## config.mk

```make
export PLATFORM = sky130hd
export DESIGN_NAME = shared_page_walker_allocator
export DESIGN_NICKNAME = d
export VERILOG_FILES = /design/src/rtl/spwa_pkg.sv /design/src/rtl/spwa_lat_div.sv /design/src/rtl/shared_page_walker_allocator.sv
export SDC_FILE = /design/constraint.sdc
export NUM_CORES = 2
export LEC_CHECK = 0
export ABC_AREA = 1
export ABC_CLOCK_PERIOD_IN_PS = 74000
export BUFFER_PORTS_ARGS = -buffer_cell sky130_fd_sc_hd__buf_2
export CORE_MARGIN = 8
export CORE_UTILIZATION = 28
export DETAILED_ROUTE_END_ITERATION = 7
export PLACE_DENSITY = 0.4
export SLEW_MARGIN = 20
export SYNTH_ARGS = -nofsm -noshare
export SYNTH_HDL_FRONTEND = slang
export SYNTH_HIERARCHICAL = 1
export SYNTH_SLANG_ARGS = --single-unit
```

## constraint.sdc

```tcl
create_clock -name clk -period 74 [get_ports clk]
set_clock_uncertainty 0.15 [all_clocks]
set_input_delay 0 -clock clk [delete_from_list [all_inputs] [get_ports clk]]
set_output_delay 0 -clock clk [all_outputs]
set_load 0.02 [all_outputs]
```

## src/rtl/spwa_pkg.sv

```systemverilog
package spwa_pkg;

    localparam int NUM_WALKERS_DEF = 16;
    localparam int NUM_NPUS_DEF    = 4;
    localparam int MAX_LEVELS_DEF  = 4;

    localparam int TICK_W  = 48;
    localparam int PAGE_W  = 52;
    localparam int REQ_W   = 2;
    localparam int WID_W   = 4;
    localparam int LAT_W   = 16;
    localparam int ADDR_W  = 6;
    localparam int CIDX_W  = 16;

    // register indexes
    localparam logic [2:0] REG_WALK_LATENCY  = 3'd0;
    localparam logic [2:0] REG_LEVEL_COUNT   = 3'd1;
    localparam logic [2:0] REG_OFFSET_BITS   = 3'd2;
    localparam logic [2:0] REG_PATH_CACHE    = 3'd3;
    localparam logic [2:0] REG_PARTITION     = 3'd4;
    localparam logic [2:0] REG_RETURN_MODE   = 3'd5;
    localparam logic [2:0] REG_BOUNDS        = 3'd6;
    localparam logic [2:0] REG_INIT_SHARES   = 3'd7;

    // sequencer states
    localparam logic [2:0] ST_IDLE   = 3'd0;
    localparam logic [2:0] ST_SCAN   = 3'd1;
    localparam logic [2:0] ST_LEVEL  = 3'd2;
    localparam logic [2:0] ST_DIV    = 3'd3;
    localparam logic [2:0] ST_MUL    = 3'd4;
    localparam logic [2:0] ST_UPDATE = 3'd5;
    localparam logic [2:0] ST_OUT    = 3'd6;

endpackage

```

## src/rtl/spwa_lat_div.sv

```systemverilog
// walk latency divided by the level count, one quotient bit per cycle
module spwa_lat_div (
    input  logic                      clk,
    input  logic                      rst_n,
    input  logic                      start,
    input  logic [spwa_pkg::LAT_W-1:0] dividend,
    input  logic [2:0]                divisor,
    output logic                      done,
    output logic [spwa_pkg::LAT_W-1:0] quotient
);
    import spwa_pkg::*;

    logic [LAT_W-1:0] quo_reg;
    logic [LAT_W-1:0] quo_next;
    logic [2:0]       rem_reg;
    logic [2:0]       rem_next;
    logic [4:0]       cnt_reg;
    logic [4:0]       cnt_next;
    logic             busy_reg;
    logic             busy_next;
    logic [3:0]       trial;

    // restoring division step
    always_comb
    begin
        quo_next  = quo_reg;
        rem_next  = rem_reg;
        cnt_next  = cnt_reg;
        busy_next = busy_reg;
        trial     = {rem_reg, quo_reg[LAT_W-1]};
        if (start)
        begin
            quo_next  = dividend;
            rem_next  = 3'd0;
            cnt_next  = 5'(LAT_W);
            busy_next = 1'b1;
        end
        else if (busy_reg)
        begin
            if (trial >= {1'b0, divisor})
            begin
                rem_next = 3'(trial - {1'b0, divisor});
                quo_next = {quo_reg[LAT_W-2:0], 1'b1};
            end
            else
            begin
                rem_next = trial[2:0];
                quo_next = {quo_reg[LAT_W-2:0], 1'b0};
            end
            cnt_next = cnt_reg - 5'd1;
            if (cnt_reg == 5'd1)
            begin
                busy_next = 1'b0;
            end
        end
    end

    always_ff @(posedge clk or negedge rst_n)
    begin
        if (!rst_n)
        begin
            busy_reg <= 1'b0;
            cnt_reg  <= '0;
        end
        else
        begin
            busy_reg <= busy_next;
            cnt_reg  <= cnt_next;
        end
    end

    always_ff @(posedge clk)
    begin
        quo_reg <= quo_next;
        rem_reg <= rem_next;
    end

    assign done     = busy_reg && (cnt_reg == 5'd1);
    assign quotient = quo_next;

endmodule

```

## src/rtl/shared_page_walker_allocator.sv

```systemverilog
// shared page walker allocator
// s_axis carries one walk request: tdata holds page_number, requester and
// now_tick; m_axis returns one result: granted, walker_used and done_tick.
// configuration registers sit on the apb port at byte address 8*i, since one
// register is 64 bits wide; writes to partition registers reload
// ownership, shares and limits and empty the requester history.
// a request passes acceptance, a scan in which a single compare unit checks
// the walkers' free ticks one by one, then with the path cache on a compare
// of the cache level by level, the bit-serial latency divider and a multiply
// step, then an update step and an output step that holds while the receiver
// stalls. an out-of-range requester skips to output at acceptance, and a
// request with no eligible walker goes to output after the scan.
// only one request is in flight; s_axis_tready is low from acceptance until
// the result is taken, so a stalled receiver holds the block.
// reset clears free ticks and the path cache and loads ownership from the
// reset values of the registers (all walkers unowned).
module shared_page_walker_allocator #(
    parameter int NUM_WALKERS = spwa_pkg::NUM_WALKERS_DEF,
    parameter int NUM_NPUS    = spwa_pkg::NUM_NPUS_DEF,
    parameter int MAX_LEVELS  = spwa_pkg::MAX_LEVELS_DEF
) (
    input  logic         clk,
    input  logic         rst_n,
    input  logic         psel,
    input  logic         penable,
    input  logic         pwrite,
    input  logic [5:0]   paddr,
    input  logic [63:0]  pwdata,
    output logic [63:0]  prdata,
    output logic         pready,
    input  logic         s_axis_tvalid,
    output logic         s_axis_tready,
    // page_number[51:0], requester[53:52], now_tick[101:54], zero fill
    input  logic [103:0] s_axis_tdata,
    output logic         m_axis_tvalid,
    input  logic         m_axis_tready,
    // granted[0], walker_used[4:1], done_tick[52:5], zero fill
    output logic [55:0]  m_axis_tdata
);
    import spwa_pkg::*;

    localparam int WI_W   = (NUM_WALKERS > 1) ? $clog2(NUM_WALKERS) : 1;
    localparam int CNT_W  = $clog2(NUM_WALKERS + 1);
    localparam int OWN_W  = $clog2(NUM_NPUS + 1);
    localparam int NPU_W  = (NUM_NPUS > 1) ? $clog2(NUM_NPUS) : 1;
    localparam int LV_W   = $clog2(MAX_LEVELS + 1);
    localparam int LI_W   = (MAX_LEVELS > 1) ? $clog2(MAX_LEVELS) : 1;
    localparam int HIST_W = $clog2(NUM_WALKERS + 1);
    localparam int EQ_SHARE = NUM_WALKERS / NUM_NPUS;

    // configuration registers
    logic [LAT_W-1:0] walk_latency_reg;
    logic [2:0]       level_count_reg;
    logic [4:0]       offset_bits_reg;
    logic             path_cache_en_reg;
    logic             partition_en_reg;
    logic             return_mode_reg;
    logic [63:0]      bounds_reg;
    logic [31:0]      init_shares_reg;

    // allocator state
    logic [TICK_W-1:0] free_tick_reg [NUM_WALKERS];
    logic [OWN_W-1:0]  owner_reg     [NUM_WALKERS];
    logic [CNT_W-1:0]  share_reg     [NUM_NPUS];
    logic [7:0]        upper_reg     [NUM_NPUS];
    logic [7:0]        lower_reg     [NUM_NPUS];
    logic [CIDX_W-1:0] pcache_reg    [MAX_LEVELS];
    logic [NPU_W-1:0]  hist_reg      [NUM_WALKERS];
    logic [HIST_W-1:0] hist_fill_reg;
    logic              reload_reg;

    // request registers
    logic [2:0]        state_reg;
    logic [PAGE_W-1:0] page_reg;
    logic [REQ_W-1:0]  req_reg;
    logic [TICK_W-1:0] now_reg;
    logic [WI_W-1:0]   scan_reg;
    logic              found_reg;
    logic [WI_W-1:0]   pick_reg;
    logic [TICK_W-1:0] best_reg;
    logic [LI_W-1:0]   lvl_reg;
    logic [LV_W-1:0]   stop_reg;
    logic              stop_set_reg;
    logic [LAT_W-1:0]  lat_reg;
    logic [TICK_W-1:0] done_reg;
    logic              granted_reg;
    logic [WI_W-1:0]   out_walker_reg;

    // write decode
    logic       cfg_wr;
    logic [2:0] cfg_idx;
    assign pready  = 1'b1;
    assign cfg_wr  = psel && penable && pwrite && pready;
    assign cfg_idx = paddr[5:3];

    always_comb
    begin
        unique case (paddr[5:3])
            REG_WALK_LATENCY: prdata = 64'(walk_latency_reg);
            REG_LEVEL_COUNT:  prdata = 64'(level_count_reg);
            REG_OFFSET_BITS:  prdata = 64'(offset_bits_reg);
            REG_PATH_CACHE:   prdata = 64'(path_cache_en_reg);
            REG_PARTITION:    prdata = 64'(partition_en_reg);
            REG_RETURN_MODE:  prdata = 64'(return_mode_reg);
            REG_BOUNDS:       prdata = bounds_reg;
            default:          prdata = 64'(init_shares_reg);
        endcase
    end

    always_ff @(posedge clk or negedge rst_n)
    begin
        if (!rst_n)
        begin
            walk_latency_reg  <= 16'd100;
            level_count_reg   <= 3'd4;
            offset_bits_reg   <= 5'd12;
            path_cache_en_reg <= 1'b0;
            partition_en_reg  <= 1'b0;
            return_mode_reg   <= 1'b0;
            bounds_reg        <= '0;
            init_shares_reg   <= '0;
        end
        else if (cfg_wr)
        begin
            unique case (cfg_idx)
                REG_WALK_LATENCY: walk_latency_reg  <= pwdata[15:0];
                REG_LEVEL_COUNT:  level_count_reg   <= pwdata[2:0];
                REG_OFFSET_BITS:  offset_bits_reg   <= pwdata[4:0];
                REG_PATH_CACHE:   path_cache_en_reg <= pwdata[0];
                REG_PARTITION:    partition_en_reg  <= pwdata[0];
                REG_RETURN_MODE:  return_mode_reg   <= pwdata[0];
                REG_BOUNDS:       bounds_reg        <= pwdata;
                default:          init_shares_reg   <= pwdata[31:0];
            endcase
        end
    end

    // effective level count and index width
    logic [LV_W-1:0] nlev;
    logic [6:0]      idx_width;
    logic [6:0]      idx_span;
    logic [15:0]     span_x171;
    logic [15:0]     span_x205;
    always_comb
    begin
        if (level_count_reg == 3'd0)
        begin
            nlev = LV_W'(1);
        end
        else if (int'(level_count_reg) > MAX_LEVELS)
        begin
            nlev = LV_W'(MAX_LEVELS);
        end
        else
        begin
            nlev = LV_W'(level_count_reg);
        end
        // (64 - bits) / nlev by shifts and reciprocal multiplies, span <= 64
        idx_span  = 7'd64 - 7'(offset_bits_reg);
        span_x171 = 16'(idx_span) * 16'd171;
        span_x205 = 16'(idx_span) * 16'd205;
        case (nlev)
            LV_W'(1): idx_width = idx_span;
            LV_W'(2): idx_width = {1'b0, idx_span[6:1]};
            LV_W'(3): idx_width = 7'(span_x171 >> 9);
            LV_W'(5): idx_width = 7'(span_x205 >> 10);
            LV_W'(6): idx_width = 7'(span_x171 >> 10);
            default:  idx_width = {2'b00, idx_span[6:2]};
        endcase
    end

    // eligibility of the walker under scan
    logic              elig;
    logic [OWN_W-1:0]  scan_own;
    logic [CNT_W-1:0]  req_share;
    logic [CNT_W-1:0]  own_share;
    logic [7:0]        own_lower;
    always_comb
    begin
        scan_own  = owner_reg[scan_reg];
        req_share = share_reg[req_reg[NPU_W-1:0]];
        own_share = share_reg[scan_own[NPU_W-1:0]];
        own_lower = lower_reg[scan_own[NPU_W-1:0]];
        if (!partition_en_reg)
        begin
            elig = 1'b1;
        end
        else
        begin
            elig = (scan_own == OWN_W'(req_reg)) ||
                   ((8'(req_share) < upper_reg[req_reg[NPU_W-1:0]]) &&
                    ((int'(scan_own) >= NUM_NPUS) || (8'(own_share) > own_lower)));
        end
    end

    // level index of the level under compare (cache slot lvl holds level nlev-lvl)
    logic [CIDX_W-1:0] cur_idx;
    logic [8:0]        lvl_shift;
    logic [63:0]       shifted;
    logic [63:0]       idx_mask;
    always_comb
    begin
        lvl_shift = 9'(idx_width * 7'(nlev - LV_W'(lvl_reg) - LV_W'(1)));
        shifted   = (lvl_shift >= 9'd64) ? 64'd0 : (64'(page_reg) >> lvl_shift[5:0]);
        idx_mask  = (idx_width >= 7'd64) ? ~64'd0 : ((64'd1 << idx_width[5:0]) - 64'd1);
        cur_idx   = CIDX_W'(shifted & idx_mask);
    end

    // latency divider
    logic             div_start;
    logic             div_done;
    logic [LAT_W-1:0] div_quo;
    spwa_lat_div u_div (
        .clk      (clk),
        .rst_n    (rst_n),
        .start    (div_start),
        .dividend (walk_latency_reg),
        .divisor  (3'(nlev)),
        .done     (div_done),
        .quotient (div_quo)
    );
    assign div_start = (state_reg == ST_LEVEL) &&
                       (int'(lvl_reg) + 1 >= int'(nlev));

    // history mixed check over the filled entries
    logic mixed_now;
    always_comb
    begin
        mixed_now = 1'b0;
        for (int k = 0; k < NUM_WALKERS; k++)
        begin
            if ((HIST_W'(k) < hist_fill_reg) && (hist_reg[k] != req_reg[NPU_W-1:0]))
            begin
                mixed_now = 1'b1;
            end
        end
    end

    logic              s_acc;
    logic              m_acc;
    logic [TICK_W-1:0] start_tick;
    assign s_acc  = s_axis_tvalid && s_axis_tready;
    assign m_acc  = m_axis_tvalid && m_axis_tready;
    assign s_axis_tready = (state_reg == ST_IDLE) && !reload_reg;
    assign m_axis_tvalid = (state_reg == ST_OUT);
    assign m_axis_tdata  = {3'd0, done_reg, out_walker_reg[WID_W-1:0] & {WID_W{1'b1}},
                            granted_reg};
    assign start_tick = (best_reg > now_reg) ? best_reg : now_reg;

    // sequencer
    always_ff @(posedge clk or negedge rst_n)
    begin
        if (!rst_n)
        begin
            state_reg    <= ST_IDLE;
            found_reg    <= 1'b0;
            granted_reg  <= 1'b0;
            stop_set_reg <= 1'b0;
        end
        else
        begin
            unique case (state_reg)
                ST_IDLE:
                begin
                    if (s_acc)
                    begin
                        found_reg <= 1'b0;
                        if (int'(s_axis_tdata[53:52]) >= NUM_NPUS)
                        begin
                            granted_reg <= 1'b0;
                            state_reg   <= ST_OUT;
                        end
                        else
                        begin
                            state_reg <= ST_SCAN;
                        end
                    end
                end
                ST_SCAN:
                begin
                    if (elig && (!found_reg || free_tick_reg[scan_reg] < best_reg))
                    begin
                        found_reg <= 1'b1;
                    end
                    if (int'(scan_reg) == NUM_WALKERS - 1)
                    begin
                        if (!(found_reg || elig))
                        begin
                            granted_reg <= 1'b0;
                            state_reg   <= ST_OUT;
                        end
                        else if (path_cache_en_reg)
                        begin
                            stop_set_reg <= 1'b0;
                            state_reg    <= ST_LEVEL;
                        end
                        else
                        begin
                            state_reg <= ST_UPDATE;
                        end
                    end
                end
                ST_LEVEL:
                begin
                    if (pcache_reg[lvl_reg] != cur_idx)
                    begin
                        stop_set_reg <= 1'b1;
                    end
                    if (div_start)
                    begin
                        state_reg <= ST_DIV;
                    end
                end
                ST_DIV:
                begin
                    if (div_done)
                    begin
                        state_reg <= ST_MUL;
                    end
                end
                ST_MUL:
                begin
                    state_reg <= ST_UPDATE;
                end
                ST_UPDATE:
                begin
                    granted_reg <= 1'b1;
                    state_reg   <= ST_OUT;
                end
                ST_OUT:
                begin
                    if (m_acc)
                    begin
                        state_reg <= ST_IDLE;
                    end
                end
                default:
                begin
                    state_reg <= ST_IDLE;
                end
            endcase
        end
    end

    // datapath registers
    always_ff @(posedge clk)
    begin
        unique case (state_reg)
            ST_IDLE:
            begin
                page_reg <= s_axis_tdata[51:0];
                req_reg  <= s_axis_tdata[53:52];
                now_reg  <= s_axis_tdata[101:54];
                scan_reg <= '0;
                lvl_reg  <= '0;
                stop_reg <= nlev;
                done_reg       <= '0;
                out_walker_reg <= '0;
            end
            ST_SCAN:
            begin
                if (elig && (!found_reg || free_tick_reg[scan_reg] < best_reg))
                begin
                    pick_reg <= scan_reg;
                    best_reg <= free_tick_reg[scan_reg];
                end
                if (int'(scan_reg) != NUM_WALKERS - 1)
                begin
                    scan_reg <= scan_reg + WI_W'(1);
                end
                lat_reg <= walk_latency_reg;
            end
            ST_LEVEL:
            begin
                if (pcache_reg[lvl_reg] != cur_idx && !stop_set_reg)
                begin
                    stop_reg <= LV_W'(lvl_reg);
                end
                if (!div_start)
                begin
                    lvl_reg <= lvl_reg + LI_W'(1);
                end
            end
            ST_DIV:
            begin
                if (div_done)
                begin
                    lat_reg <= div_quo;
                end
            end
            ST_MUL:
            begin
                lat_reg <= LAT_W'(lat_reg * LAT_W'(nlev - stop_reg));
            end
            ST_UPDATE:
            begin
                done_reg       <= TICK_W'(start_tick + TICK_W'(lat_reg));
                out_walker_reg <= pick_reg;
            end
            default:
            begin
            end
        endcase
    end

    // path cache: write each level as it is compared
    always_ff @(posedge clk or negedge rst_n)
    begin
        if (!rst_n)
        begin
            for (int i = 0; i < MAX_LEVELS; i++)
            begin
                pcache_reg[i] <= '0;
            end
        end
        else if (state_reg == ST_LEVEL)
        begin
            pcache_reg[lvl_reg] <= cur_idx;
        end
    end

    // free ticks
    always_ff @(posedge clk or negedge rst_n)
    begin
        if (!rst_n)
        begin
            for (int w = 0; w < NUM_WALKERS; w++)
            begin
                free_tick_reg[w] <= '0;
            end
        end
        else if (state_reg == ST_UPDATE)
        begin
            free_tick_reg[pick_reg] <= TICK_W'(start_tick + TICK_W'(lat_reg));
        end
    end

    // history ring kept as a shift line, oldest at entry 0
    always_ff @(posedge clk)
    begin
        if (state_reg == ST_UPDATE && partition_en_reg && return_mode_reg)
        begin
            if (int'(hist_fill_reg) == NUM_WALKERS)
            begin
                for (int k = 0; k < NUM_WALKERS - 1; k++)
                begin
                    hist_reg[k] <= hist_reg[k+1];
                end
                hist_reg[NUM_WALKERS-1] <= req_reg[NPU_W-1:0];
            end
            else
            begin
                hist_reg[hist_fill_reg[WI_W-1:0]] <= req_reg[NPU_W-1:0];
            end
        end
    end

    // ownership, shares, limits; reload runs the cycle after a partition write
    logic [CNT_W-1:0] ld_share [NUM_NPUS];
    logic [OWN_W-1:0] ld_owner [NUM_WALKERS];
    always_comb
    begin
        int nxt;
        int want;
        int got;
        nxt = 0;
        for (int w = 0; w < NUM_WALKERS; w++)
        begin
            ld_owner[w] = OWN_W'(NUM_NPUS);
        end
        for (int n = 0; n < NUM_NPUS; n++)
        begin
            want = (n < 4) ? int'(init_shares_reg[8*(n%4) +: 8]) : 0;
            got  = 0;
            for (int w = 0; w < NUM_WALKERS; w++)
            begin
                if (w >= nxt && w < nxt + want)
                begin
                    ld_owner[w] = OWN_W'(n);
                    got = got + 1;
                end
            end
            nxt = nxt + got;
            ld_share[n] = CNT_W'(got);
        end
    end

    logic own_changed;
    logic [OWN_W-1:0] pick_own;
    assign pick_own    = owner_reg[pick_reg];
    assign own_changed = (pick_own != OWN_W'(req_reg));

    always_ff @(posedge clk or negedge rst_n)
    begin
        if (!rst_n)
        begin
            reload_reg    <= 1'b1;
            hist_fill_reg <= '0;
            for (int w = 0; w < NUM_WALKERS; w++)
            begin
                owner_reg[w] <= OWN_W'(NUM_NPUS);
            end
            for (int n = 0; n < NUM_NPUS; n++)
            begin
                share_reg[n] <= '0;
                upper_reg[n] <= '0;
                lower_reg[n] <= '0;
            end
        end
        else if (cfg_wr && (cfg_idx == REG_PARTITION || cfg_idx == REG_RETURN_MODE ||
                            cfg_idx == REG_BOUNDS || cfg_idx == REG_INIT_SHARES))
        begin
            reload_reg <= 1'b1;
        end
        else if (reload_reg)
        begin
            reload_reg    <= 1'b0;
            hist_fill_reg <= '0;
            for (int w = 0; w < NUM_WALKERS; w++)
            begin
                owner_reg[w] <= ld_owner[w];
            end
            for (int n = 0; n < NUM_NPUS; n++)
            begin
                share_reg[n] <= ld_share[n];
                if (return_mode_reg)
                begin
                    upper_reg[n] <= 8'(NUM_WALKERS);
                    lower_reg[n] <= 8'd0;
                end
                else if (n < 4)
                begin
                    upper_reg[n] <= bounds_reg[16*(n%4) +: 8];
                    lower_reg[n] <= bounds_reg[16*(n%4)+8 +: 8];
                end
                else
                begin
                    upper_reg[n] <= 8'd0;
                    lower_reg[n] <= 8'd0;
                end
            end
        end
        else if (state_reg == ST_UPDATE && partition_en_reg)
        begin
            if (return_mode_reg && !mixed_now)
            begin
                // requester takes every walker
                for (int w = 0; w < NUM_WALKERS; w++)
                begin
                    owner_reg[w] <= OWN_W'(req_reg);
                end
                for (int n = 0; n < NUM_NPUS; n++)
                begin
                    share_reg[n] <= (n == int'(req_reg)) ? CNT_W'(NUM_WALKERS) : '0;
                end
            end
            else
            begin
                owner_reg[pick_reg] <= OWN_W'(req_reg);
                if (own_changed)
                begin
                    share_reg[req_reg[NPU_W-1:0]] <=
                        share_reg[req_reg[NPU_W-1:0]] + CNT_W'(1);
                    if ((int'(pick_own) < NUM_NPUS) &&
                        (share_reg[pick_own[NPU_W-1:0]] != '0))
                    begin
                        share_reg[pick_own[NPU_W-1:0]] <=
                            share_reg[pick_own[NPU_W-1:0]] - CNT_W'(1);
                    end
                end
            end
            if (return_mode_reg)
            begin
                if (mixed_now)
                begin
                    for (int n = 0; n < NUM_NPUS; n++)
                    begin
                        upper_reg[n] <= 8'(EQ_SHARE);
                        lower_reg[n] <= 8'(EQ_SHARE);
                    end
                end
                if (int'(hist_fill_reg) != NUM_WALKERS)
                begin
                    hist_fill_reg <= hist_fill_reg + HIST_W'(1);
                end
            end
        end
    end

endmodule

```

# Word-level counts from Yosys, hierarchy flattened
# Memory sizes are Yosys's and may differ from the RTL's.
# Index checks and enable logic that the tools add are counted.
# classes
n_addsub,79
mul,4
magnitude_cmp,149
eq_ne,58
shift,2
muxes,271
bitwise_logic,9
n_reduce_logical,134
# ops
op,count
two-way mux 32 bit,50
"adder 32 x 2 -> 32 bit, second input constant",45
bitwise mux 768 bit,1
">= comparator 5 x 32 -> 1 bit, first input constant",24
"< comparator 5 x 32 -> 1 bit, first input constant",24
one-hot mux 64 bit (7 select lines),1
">= comparator 4 x 32 -> 1 bit, first input constant",12
"< comparator 4 x 32 -> 1 bit, first input constant",12
two-way mux 48 bit,7
two-way mux 3 bit,80
binary-select mux 48 bit (select 4 bit),1
demux 48 bit (select 4 bit),1
">= comparator 3 x 32 -> 1 bit, first input constant",6
"< comparator 3 x 32 -> 1 bit, first input constant",6
two-way mux 5 bit,33
two-way mux 16 bit,8
two-way mux 20 bit,5
adder 32 x 9 -> 32 bit,3
">= comparator 1 x 32 -> 1 bit, first input constant",3
">= comparator 2 x 32 -> 1 bit, first input constant",3
"< comparator 1 x 32 -> 1 bit, first input constant",3
"< comparator 2 x 32 -> 1 bit, first input constant",3
two-way mux 8 bit,12
one-hot mux 48 bit (2 select lines),1
96 further kinds,362
# totals
register_bits,1355
mem_bits_rw,32
in_bits,181
out_inout_bits,123
memories,1
# memory_table
name,depth,word_bits,rd,rd_clocked_by_memory_dff,wr,line_no,text
hist_reg,16,2,16,0,16,shared_page_walker_allocator.sv:68,logic [NPU_W-1:0] hist_reg [NUM_WALKERS];

# Depth between registers and ports, before layout
# logic_depth
ltp_word,137
ltp_mapped,277
ltp_nobuf,276

# Cells and area by module
# The synthesis kept the hierarchy.
# by_module_without_submodules
module,n_inst,cells_per_inst,area_each_um2
shared_page_walker_allocator,1,10656,81873.5
spwa_lat_div,1,150,1283.7

# Worst setup path after synthesis
# Ideal clock, no wire load.
# synth_timing
path_kind,reg-to-reg
from,register init_shares_reg[6]
to,register share_reg[4] (netlist bit)
t_arrival_ps,38439
setup_slack_ps,35288
stages_incl_launch_ff,261
synth_period_minus_slack_ps,38712
cell_sequence,dfrtp_1 -> nor2_2 -> nand2_4 -> buf_6 -> nor2_1 -> nand2_1 -> inv_1 -> ha_1 -> inv_1 -> nor2_1 -> nor2_1 -> nand2_1 -> nand3_1 -> nand2_1 -> ha_1 -> nand2_1 -> nand2_1 -> ha_1 -> (+225 left out) -> a31oi_1 -> inv_1 -> nor2_1 -> nor3_1 -> ha_1 -> o21ai_1 -> inv_1 -> ha_1 -> nand2_1 -> o21ai_0 -> ha_1 -> nand2_1 -> nor2_1 -> inv_1 -> a21oi_1 -> nand3_1 -> nand3_1 -> a21oi_1
# synth_between
elab_chain_cells,137
# synth_rtl
element,line_no,text
start: declaration,shared_page_walker_allocator.sv:59,logic [31:0] init_shares_reg;
start signal: assignment,shared_page_walker_allocator.sv:133,default: init_shares_reg <= pwdata[31:0];
< comparator 1 x 8 -> 1 bit,shared_page_walker_allocator.sv:477,if (w >= nxt && w < nxt + want)
two-way mux 1 bit,shared_page_walker_allocator.sv:477,
adder 32 x 2 -> 32 bit,shared_page_walker_allocator.sv:480,got = got + 1;
two-way mux 32 bit,shared_page_walker_allocator.sv:477,
adder 32 x 2 -> 32 bit,shared_page_walker_allocator.sv:480,
two-way mux 32 bit,shared_page_walker_allocator.sv:477,
adder 32 x 2 -> 32 bit,shared_page_walker_allocator.sv:480,
two-way mux 32 bit,shared_page_walker_allocator.sv:477,
(+121 left out),--,
two-way mux 5 bit,shared_page_walker_allocator.sv:477,
adder 5 x 2 -> 5 bit,shared_page_walker_allocator.sv:480,
two-way mux 5 bit,shared_page_walker_allocator.sv:477,
adder 5 x 2 -> 5 bit,shared_page_walker_allocator.sv:480,
two-way mux 5 bit,shared_page_walker_allocator.sv:477,
adder 5 x 2 -> 5 bit,shared_page_walker_allocator.sv:480,
two-way mux 5 bit (*),shared_page_walker_allocator.sv:477,
two-way mux 20 bit (*),shared_page_walker_allocator.sv:515,else if (reload_reg)
end signal: indexed assignment,shared_page_walker_allocator.sv:525,share_reg[n] <= ld_share[n];
end signal: indexed assignment,shared_page_walker_allocator.sv:554,share_reg[n] <= (n == int'(req_reg)) ? CNT_W'(NUM_WALKERS) : '0;
end signal: indexed assignment,shared_page_walker_allocator.sv:562,share_reg[req_reg[NPU_W-1:0]] <=
end: declaration,shared_page_walker_allocator.sv:64,logic [CNT_W-1:0] share_reg [NUM_NPUS];
# Mark *: on every way between the ends. The rest lies on a longest branch, timed or not.
# A chain may end at the register's enable or synchronous reset.

# Worst setup path after layout
# Ends and elaborated chain as after synthesis.

==> metrics.yaml <==
status:
  status: "finished, final reports clean"
worst_setup_path:
  crit_slowest_cell: "o21ai_0"
  critical_path_class: "reg -> reg"
  cp-end-kind: "flip-flop"
  path_max_fanout: 14
  cpPeakStageDelay_ns: 0.70
  start_kind: "flip-flop"
  crit_top_cell: "nand2_1"
  cp.arrival_ns: 46.43
  critPathRequiredTime_ns: 74.55
hold_path:
  min_path_type: "in -> reg"
timing:
  tightest_slew_ns: 1.16
  min_period_over_period: 0.620
  finalSetupTns_ns: 0
  fin_crit_ns: 45.88
  setup_violations: 0
  hold_viol: 0
  slew_headroom: 0.215
  rsz0062_at_grt: "false"
  maxSlewViolCount: 0
  hold_slack_ns: 0.0634
  fmax_ghz: 0.0218
finish:
  multi_input_area_mm2: 0.0408
  area.growth.synth_to_final_pct: 18.2
  largest_reg_flops: 768
  drive_gt1_frac: 0.0872
  nFillCells: 31594
  num-nets-final: 11839
  seqCellArea_mm2: 0.0360
  finish.utilization: 0.332
drt:
  ant_nets: 0
  dr.first_iter.drc_count: 5653
  num_vias: 75462
  wirelength_um: 312000
  routedWlPerCell_um: 20.4
  drc: 0
  viasPerCell: 4.92
  first_pass_iters: 8
logic_synthesis:
  yosysWarningCount: 6
  synth_top_area_cell: "dfrtp_1"
  synth_area_leaders: "dfrtp_1, nand2_1, o21ai_0"
  synth.most_common_cell: "nand2_1"
  synth_common_cells: "nand2_1, o21ai_0, inv_1, dfrtp_1, nor2_1"
  avgSynthCellArea_um2: 7.70
  synth_edf_count: 263
  synth_area_mm2: 0.0832
  synth_top_area_frac: 0.326
  synthDistinctLibCells: 83
  async_flop_share: 0.797
  postSynthCellCount: 10806
  synth-seq-cells: 1387
  synth-seq-area-share: 0.432
  ys.flop_type: "dfrtp_1"
global_route:
  grt_pass1_wl_um: 475000
  grt_max_degree: 158
  overflow: 0
  gr-usage-all-layers: 0.193
  antenna_found_initial: 14
  grt_pass1_vias: 74429
die:
  die-width_um: 561
  die_area_mm2: 0.315
  std_cell_rows: 200
  die_y_um: 561
  pin_count: 304
  core_area_mm2: 0.296
  initial_core_util: 0.281
job:
  cap_violations: 0
clock_network:
  cts_buffer_depth: 4
  cts_root_buf: "clkbuf_16"
  post_cts_buffers: 0
  cts.reportedPaths.clkPinSlew_ns: 0.06
  worstSkewPairLatency_ns: 0.87
  cts_made_buffers: 177
  cts_resized: 0
  cts_tree: "yes"
  cts.sink_count: 1387
  htreeDepth: 4
placement:
  routabilityCongestion: 0.858
  portBuffers: 294
  dp.final_hpwl_um: 213000
==> layer usage <==
metal  track usage  share of wire  wire length, µm  up-vias
li1              -              -                -    36680
met1         0.273           0.48           150000    36788
met2         0.316           0.46           143000     1646
met3        0.0223          0.043            13500      344
met4        0.0421          0.021             6510        4
met5             0       0.000086               27        -
==> layout make-up <==
| type | count | share of cell area |
|---|---|---|
| Antenna cell | 4 | 0.000102 |
| Clock buffer | 278 | 0.0541 |
| Clock inverter | 47 | 0.00556 |
| Inverter | 1199 | 0.0464 |
| Multi-Input combinational cell | 7700 | 0.415 |
| Sequential cell | 1387 | 0.366 |
| Tap cell | 3939 | 0.0501 |
| Timing Repair Buffer | 785 | 0.0628 |
==> cell families (layout without fill, tap and decap cells) <==
| kind of cell | count (synthesis) | count (layout) | synth area share |
|---|---|---|---|
| xor+xnor | 177 | 177 | 0.0186 |
| simple gates | 4325 | 4325 | 0.214 |
| mux | 39 | 39 | 0.00506 |
| flops | 1387 | 1387 | 0.432 |
| buf+inv | 1749 | 2309 | 0.0799 |
| other cells | 2 | 36 | 0.0000903 |
| compound gates | 2719 | 2719 | 0.183 |
| fa+ha+maj | 408 | 408 | 0.0668 |
==> layout by cell type, fill, tap and decap left out, types with 60 or more instances in the layout <==
| cell type | instances |
|---|---|
| nand3_1 | 369 |
| buf_2 | 293 |
| nor3_1 | 75 |
| buf_4 | 119 |
| nor2_1 | 1034 |
| xor2_1 | 120 |
| clkbuf_16 | 183 |
| nand2_2 | 70 |
| nand2_1 | 2558 |
| dfrtp_1 | 1082 |
| fa_1 | 60 |
| o221ai_1 | 114 |
| o21ai_0 | 1809 |
| a21oi_1 | 261 |
| edfxtp_1 | 263 |
| inv_1 | 1132 |
| ha_1 | 348 |
| dlygate4sd3_1 | 365 |
| o211ai_1 | 76 |
| o22ai_1 | 190 |
==> critical path, delay by kind of cell (launching register included) <==
family | cells | cell delay, ns
buf+inv | 41 | 3.17
flops | 1 | 0.41
fa+ha+maj | 53 | 15.33
xor+xnor | 4 | 0.82
simple gates | 134 | 18.44
compound gates | 30 | 7.36
==> worst paths after layout <==
path                                           end               start  slack, ns  cells after the start
worst max-delay path                  share_reg[4]  init_shares_reg[6]      28.12                    262
worst max register to register        share_reg[4]  init_shares_reg[6]      28.12                    262
max in group asynchronous       free_tick_reg[124]               rst_n      70.85                      6
min in group asynchronous            owner_reg[14]               rst_n       0.27                      3
worst min-delay path              partition_en_reg           pwdata[0]       0.06                      4
worst min register to register    u_div/cnt_reg[2]    u_div/cnt_reg[2]       0.31                      1
==> per-stage QoR <==
| step | cells | worst slack [ns] | area (µm²) |
|---|---|---|---|
| 5_1_grt | 15337 | 23.61 | 98300 |
| 3_3_place_gp | 14644 | 28.12 | 88700 |
| 2_1_floorplan | 10836 | 35.29 | 83300 |
| 6_report | 15339 | 28.12 | 98300 |
| 3_5_place_dp | 14644 | 27.99 | 88800 |
| 4_1_cts | 15335 | 27.80 | 98300 |
==> repair_timing <==
item	in CTS	in global routing
endpoints found under the hold margin	592	0
endpoints found under the setup margin	0	0
hold buffers	366	0
Power is not shown: default switching activity piles up to over one toggle a cycle in this logic, so the estimate is an artifact.
